--- src/rtl/core/tnp_pkg.sv ---
// ----------------------------------------------------------------------------
// tnp_pkg
// Constants, types and helpers shared by the nearest palette blend unit.
// ----------------------------------------------------------------------------
`default_nettype none

package tnp_pkg;

	// Palette size and blend weight precision.
	localparam int PALETTE_ENTRIES      = 256;
	localparam int WEIGHT_FRACTION_BITS = 12;

	// Field widths.
	localparam int CH_W        = 8;
	localparam int IDX_FIELD_W = 8;
	localparam int PCT_W       = 7;
	localparam int IDX_W       = $clog2(PALETTE_ENTRIES);

	// Datapath widths.
	localparam int W_W    = WEIGHT_FRACTION_BITS + 1;          // weight, up to 2^WFB
	localparam int M_W    = CH_W + WEIGHT_FRACTION_BITS;       // blended channel
	localparam int SQ_W   = 2 * CH_W + 2;                      // sum of three squares
	localparam int EN_W   = SQ_W + WEIGHT_FRACTION_BITS - 1;   // stored energy
	localparam int PROD_W = CH_W + M_W;                        // channel times blend
	localparam int ERR_W  = EN_W + 3;                          // signed error
	localparam int BL_W   = CH_W + 1 + W_W + 1;                // blend arithmetic

	// Blend percent register.
	localparam logic [PCT_W-1:0] PCT_RESET = PCT_W'(66);
	localparam logic [PCT_W-1:0] PCT_FULL  = PCT_W'(100);

	// Front weight is floor(pct * 2^WFB / 100), done as a multiply by a
	// rounded-up reciprocal. The error stays below pct / 2^BLEND_SH, far under
	// the 1/100 gap between distinct quotient fractions, so the floor is exact.
	localparam int BLEND_SH = 16;
	localparam int K_W      = WEIGHT_FRACTION_BITS + 10;
	localparam logic [K_W-1:0] BLEND_K =
		K_W'((64'd1 << (WEIGHT_FRACTION_BITS + BLEND_SH)) / 64'd100 + 64'd1);

	// Operation codes of the request.
	localparam logic OP_LOAD  = 1'b0;
	localparam logic OP_QUERY = 1'b1;

	typedef struct packed {
		logic [CH_W-1:0] red;
		logic [CH_W-1:0] green;
		logic [CH_W-1:0] blue;
	} color_t;

	typedef enum logic [1:0] {
		CH_RED,
		CH_GREEN,
		CH_BLUE
	} chan_t;

	typedef enum logic [1:0] {
		RD_FRONT,
		RD_BACK,
		RD_SCAN
	} rd_src_t;

	typedef enum logic [3:0] {
		ST_IDLE,
		ST_LD_SQ,
		ST_LD_WR,
		ST_Q_RDF,
		ST_Q_RDB,
		ST_Q_BLEND,
		ST_SCAN,
		ST_DRAIN
	} tnp_state_t;

	// Commands from the controller to the datapath.
	typedef struct packed {
		logic             capture;
		logic             ld_square;
		logic             ld_write;
		logic             rd_en;
		rd_src_t          rd_src;
		logic [IDX_W-1:0] scan_addr;
		logic             latch_front;
		logic             blend_en;
		chan_t            chan;
		logic             scan_start;
		logic             out_load;
	} tnp_cmd_t;

	// Status from the datapath to the controller.
	typedef struct packed {
		logic pipe_busy;
	} tnp_status_t;

	// Selects one channel of a color.
	function automatic logic [CH_W-1:0] chan_pick(color_t c, chan_t ch);
		logic [CH_W-1:0] v;
		case (ch)
			CH_RED:   v = c.red;
			CH_GREEN: v = c.green;
			CH_BLUE:  v = c.blue;
			default:  v = '0;
		endcase
		return v;
	endfunction

	// Steps through the three channels in order.
	function automatic chan_t chan_next(chan_t ch);
		chan_t n;
		case (ch)
			CH_RED:   n = CH_GREEN;
			CH_GREEN: n = CH_BLUE;
			default:  n = CH_RED;
		endcase
		return n;
	endfunction

endpackage

`default_nettype wire

--- src/rtl/core/tnp_ctrl.sv ---
// ----------------------------------------------------------------------------
// tnp_ctrl
// Controller that sequences palette loads, the blend of a query pair, the
// palette scan and the hand-off of the chosen index to the output register.
// ----------------------------------------------------------------------------
`default_nettype none

module tnp_ctrl (
	input  wire                 clk,
	input  wire                 arst_n,
	input  wire                 in_valid,
	output logic                in_ready,
	input  wire                 operation,
	output logic                out_valid,
	input  wire                 out_ready,
	input  tnp_pkg::tnp_status_t status,
	output tnp_pkg::tnp_cmd_t   cmd
);
	import tnp_pkg::*;

	localparam logic [IDX_W-1:0] SCAN_FIRST = IDX_W'(PALETTE_ENTRIES - 1);

	tnp_state_t       state_q, state_d;
	chan_t            chan_q, chan_d;
	logic [IDX_W-1:0] cnt_q, cnt_d;
	logic             out_valid_q, out_valid_d;

	// State and sequencing registers.
	always_ff @(posedge clk or negedge arst_n) begin
		if (!arst_n) begin
			state_q     <= ST_IDLE;
			chan_q      <= CH_RED;
			cnt_q       <= '0;
			out_valid_q <= 1'b0;
		end else begin
			state_q     <= state_d;
			chan_q      <= chan_d;
			cnt_q       <= cnt_d;
			out_valid_q <= out_valid_d;
		end
	end

	// Next state and datapath commands.
	always_comb begin
		state_d     = state_q;
		chan_d      = chan_q;
		cnt_d       = cnt_q;
		out_valid_d = out_valid_q && !out_ready;
		in_ready    = 1'b0;
		cmd         = '0;
		cmd.rd_src  = RD_SCAN;
		cmd.chan    = chan_q;
		cmd.scan_addr = cnt_q;

		unique case (state_q)
			ST_IDLE: begin
				in_ready = 1'b1;
				if (in_valid) begin
					cmd.capture = 1'b1;
					chan_d      = CH_RED;
					state_d     = (operation == OP_QUERY) ? ST_Q_RDF : ST_LD_SQ;
				end
			end
			ST_LD_SQ: begin
				cmd.ld_square = 1'b1;
				chan_d        = chan_next(chan_q);
				if (chan_q == CH_BLUE) begin
					state_d = ST_LD_WR;
				end
			end
			ST_LD_WR: begin
				cmd.ld_write = 1'b1;
				state_d      = ST_IDLE;
			end
			ST_Q_RDF: begin
				cmd.rd_en  = 1'b1;
				cmd.rd_src = RD_FRONT;
				state_d    = ST_Q_RDB;
			end
			ST_Q_RDB: begin
				cmd.rd_en       = 1'b1;
				cmd.rd_src      = RD_BACK;
				cmd.latch_front = 1'b1;
				chan_d          = CH_RED;
				state_d         = ST_Q_BLEND;
			end
			ST_Q_BLEND: begin
				cmd.blend_en = 1'b1;
				chan_d       = chan_next(chan_q);
				if (chan_q == CH_BLUE) begin
					cmd.scan_start = 1'b1;
					cnt_d          = SCAN_FIRST;
					state_d        = ST_SCAN;
				end
			end
			ST_SCAN: begin
				cmd.rd_en  = 1'b1;
				cmd.rd_src = RD_SCAN;
				if (cnt_q == '0) begin
					state_d = ST_DRAIN;
				end else begin
					cnt_d = cnt_q - 1'b1;
				end
			end
			ST_DRAIN: begin
				// Wait for the compare pipeline to empty and the output to be free.
				if (!status.pipe_busy && (!out_valid_q || out_ready)) begin
					cmd.out_load = 1'b1;
					out_valid_d  = 1'b1;
					state_d      = ST_IDLE;
				end
			end
			default: begin
				state_d = ST_IDLE;
			end
		endcase
	end

	assign out_valid = out_valid_q;

endmodule

`default_nettype wire

--- config.mk ---
export PLATFORM = sky130hd
export DESIGN_NAME = tnp_ctrl
export DESIGN_NICKNAME = d
export VERILOG_FILES = /design/src/rtl/core/tnp_pkg.sv /design/src/rtl/core/tnp_ctrl.sv
export SDC_FILE = /design/constraint.sdc
export NUM_CORES = 1
export LEC_CHECK = 0
export BUFFER_PORTS_ARGS = -buffer_cell sky130_fd_sc_hd__buf_2
export CORE_MARGIN = 8
export CORE_UTILIZATION = 40
export DETAILED_ROUTE_END_ITERATION = 16
export PLACE_DENSITY = 0.65
export SETUP_SLACK_MARGIN = 0.1
export SKIP_CTS_REPAIR_TIMING = 1
export SLEW_MARGIN = 25
export SYNTH_ARGS = -nofsm -noshare
export SYNTH_HDL_FRONTEND = slang
export SYNTH_SLANG_ARGS = --single-unit
--- constraint.sdc ---
create_clock -name clk -period 1.9 [get_ports clk]
set_input_delay 0.285 -clock clk [delete_from_list [all_inputs] [get_ports clk]]
set_output_delay 0.285 -clock clk [all_outputs]
set_load 0.01 [all_outputs]
==> flow_summary_export.csv <==
group,metric,value,unit
synth,synth_area_leaders,"dfrtp_1 42%, nor2_1 5.4%, mux2i_1 4.8%",
worst_setup_path,worst-setup-path-type,"reg -> reg",
worst_setup_path,crit_slowest_cell,"or4b_4",
sta,drv_slew,0,
finish,fillers,204,
floorplan,io_pins,28,
place,place.gp.congestion,0.752,
routing,routedWlPerCell,13.7,microns
synth,yosys_most_used_dff,"dfrtp_1",
sta,fin_tns_setup,0,ns
worst_setup_path,reg2reg_from,"cnt_q[0]",
hold_path,hold_path.class,"in -> reg",
sta,setup_viol_count_final,0,
clocking,numCtsBuffers,3,
power_and_ir_drop,cellLeakagePower,0.000531,uW
place,dp_slack,0.0420,ns
global_routing,grt_usage,12.5,%
synth,syn-num-nets,96,
floorplan,die_w,61.5,microns
status,outcome,"finished clean",
finish,drive_gt1_share,43.2,%
routing,drt_iter0_drc,38,
sta,setup_ws,0.0562,ns
power_and_ir_drop,switching_share,45.2,%
worst_setup_path,arrival,2.02,ns
worst_setup_path,crit_family,"simple AND/OR/NAND/NOR gates",
clocking,cts-root-buf,"clkbuf_4",
synth,yosysSeqAreaShare,42.4,%
worst_setup_path,rr_worst_depth,6,
clocking,clock_sinks,14,
sta,slew_headroom,77.9,%
worst_setup_path,r2r_end,"state_q[0]",
synth,synth_top_area_share,42.4,%
routing,drt_first_pass_iters,4,
routing,ant_nets,0,
finish,nets,134,
worst_setup_path,path_buf_inv,1,
routing,routed-via-count,776,
sta,worstMarginPinSlew,0.327,ns
floorplan,dieArea,0.00378,sq mm
place,hpwl,1610,microns
floorplan,die_h,61.5,microns
sta,fin_crit,1.84,ns
sta,hold_ws,0.231,ns
power_and_ir_drop,p_clk_share,9.8,%
power_and_ir_drop,ir_drop,0.695,mV
power_and_ir_drop,p_sw,837,uW
finish,n_antenna_cell,0,
synth,syn_avg_cell_area,9.40,sq um
place,io_buffers,27,
routing,routed_via_density,5.11,
floorplan,rows,16,
sta,rsz0062_at_grt,"yes",
synth,syn_area,827,sq um
synth,synth_edf_count,0,
clocking,clock_latency,0.29,ns
floorplan,core-area,0.00196,sq mm
global_routing,grt_pass1_wl,3460,microns
synth,ys_ff_latch,14,
clocking,htree_levels,1,
worst_setup_path,reg2reg_slack,0.06,ns
hold_path,holdPathEnd,"out_valid",
worst_setup_path,cp_slowest_stage_delay,0.50,ns
sta,hold_viol_final,0,
worst_setup_path,crit_path_cell_trace,"inv_2, ha_4, or4b_4, o21ai_4, o221ai_2, mux2_4",
power_and_ir_drop,p_per_area,1670,mW/mm^2
worst_setup_path,cp-start-kind,"flop",
flow_run,cap_viol_max_count,0,
worst_setup_path,endpoint_kind,"flop",
synth,netlist_instances,88,
power_and_ir_drop,seq_power_share,32.6,%
hold_path,worstHoldPathCells,2,
power_and_ir_drop,p_int,1010,uW
worst_setup_path,crit_path_max_fanout,3,
worst_setup_path,worstPathRequired,2.08,ns
floorplan,start_util,42.2,%
routing,drc,0,
global_routing,grt-ovfl-total,0,
sta,max_clock_freq,542,MHz
clocking,cts.clk_slew.worst_paths,0.08,ns
global_routing,grt_max_degree,15,
global_routing,antenna_found_initial,0,
global_routing,first_global_vias,744,
power_and_ir_drop,power_frac_comb,57.6,%
synth,synth_cell_types,33,
synth,synth_top_area_cell,"dfrtp_1",
hold_path,hp-start,"status",
finish,areaGrowthSynthToFinish,34.0,%
synth,yosysWarnings,0,
synth,async_flop_share,100,%
clocking,cts_tree,"yes",
clocking,cts_buffer_depth,2,
sta,period_share,97.0,%
routing,routed_wirelength,2090,microns
sta,fin_skew,0.00493,ns
synth_stat cells (2+ instances only):
| cell | count |
|---|---|
| nor3_1 | 7 |
| inv_1 | 5 |
| a21oi_1 | 4 |
| mux2i_1 | 4 |
| nand2b_1 | 2 |
| nand2_1 | 5 |
| dfrtp_1 | 14 |
| nand3_1 | 2 |
| buf_2 | 3 |
| nor2_1 | 12 |
| ha_1 | 2 |
| o21ai_0 | 5 |
| o31ai_1 | 3 |
worst reg2reg max path: stages, from the launching register on:
cell and delay (ns):
dfrtp_2 0.42, inv_2 0.08, ha_4 0.12, or4b_4 0.50, o21ai_4 0.18, o221ai_2 0.13
mux2_4 0.31
stage by stage:
stage          std cells  util (%)  total power, uW  cell area [sq um]
6_report             152      56.5             1850               1110
5_1_grt              152      56.5             2010               1110
4_1_cts              148      53.3             1780               1050
3_5_place_dp         144      52.0             1600               1020
3_3_place_gp         144      52.0             1570               1020
2_1_floorplan         88         -             1220                828
state kept, by name, indices dropped and copies added (netlist names):
name	cells
chan_q	2
state_q	3
out_valid	1
cnt_q	8
power groups by stage:
stage | Sequential, uW | Combinational (uW) | Clock (uW)
CTS | 593 | 1010 | 186
global route | 632 | 1180 | 198
global placement | 589 | 979 | 0
floorplan | 615 | 604 | 0
finish | 603 | 1070 | 181
detailed placement | 598 | 1000 | 0
placed cells by master, fill, tap and decap left out, drive strengths merged:
master       instances
dlygate4sd3          1
inv                  5
and3                 1
o211ai               1
nor2b                1
buf                 36
o21ai                6
o221ai               1
a211o                1
o31ai                3
nand3b               1
and3b                1
clkbuf               4
mux2                 1
or4                  1
nand2                5
a21oi                4
o21bai               1
nor3                 8
nor2                12
and2                 1
mux2i                4
ha                   2
dfrtp               14
nand3                2
or4b                 1
nand4                1
or3                  1
o311ai               1
nand2b               2
o21a                 1
nor4                 1
cell type report:
type	instances	area (sq um)	share of cell area [%]
clock buffer	4	26.3	2.37
timing repair buffer	37	213	19.2
tap	27	33.8	3.05
multi-input combinational	65	465	42.0
sequential	14	352	31.7
inverter	5	18.8	1.69
how the worst max path moves through the flow:
stage	cells after the start	slack [ns]	end	start
detailed placement	6	0.04	state_q[0]	cnt_q[0]
CTS	6	0.01	state_q[0]	cnt_q[0]
finish	6	0.06	state_q[0]	cnt_q[0]
floorplan	6	0.05	state_q[0]	cnt_q[0]
global placement	6	0.12	state_q[0]	cnt_q[0]
global route	6	0.006	state_q[0]	cnt_q[1]
metal layers:
| layer | global-route usage (%) | vias to the layer above | part of all wire (%) |
|---|---|---|---|
| met3 | 3.13 | 5 | 4.0 |
| li1 | - | 396 | - |
| met2 | 20.0 | 13 | 49 |
| met4 | 7.79 | 0 | 2.7 |
| met1 | 14.6 | 362 | 44 |
| met5 | 0 | - | 0 |
cell families after synthesis:
kind of cell / synth area share (%)
AND/OR/NAND/NOR: 25.6
AO/OA/AOI/OAI: 17.4
flip-flops: 42.4
buffers and inverters: 4.99
multiplexers: 6.66
adder cells (fa/ha/maj): 3.03
Note: power is estimated with default switching activity, not from simulation.
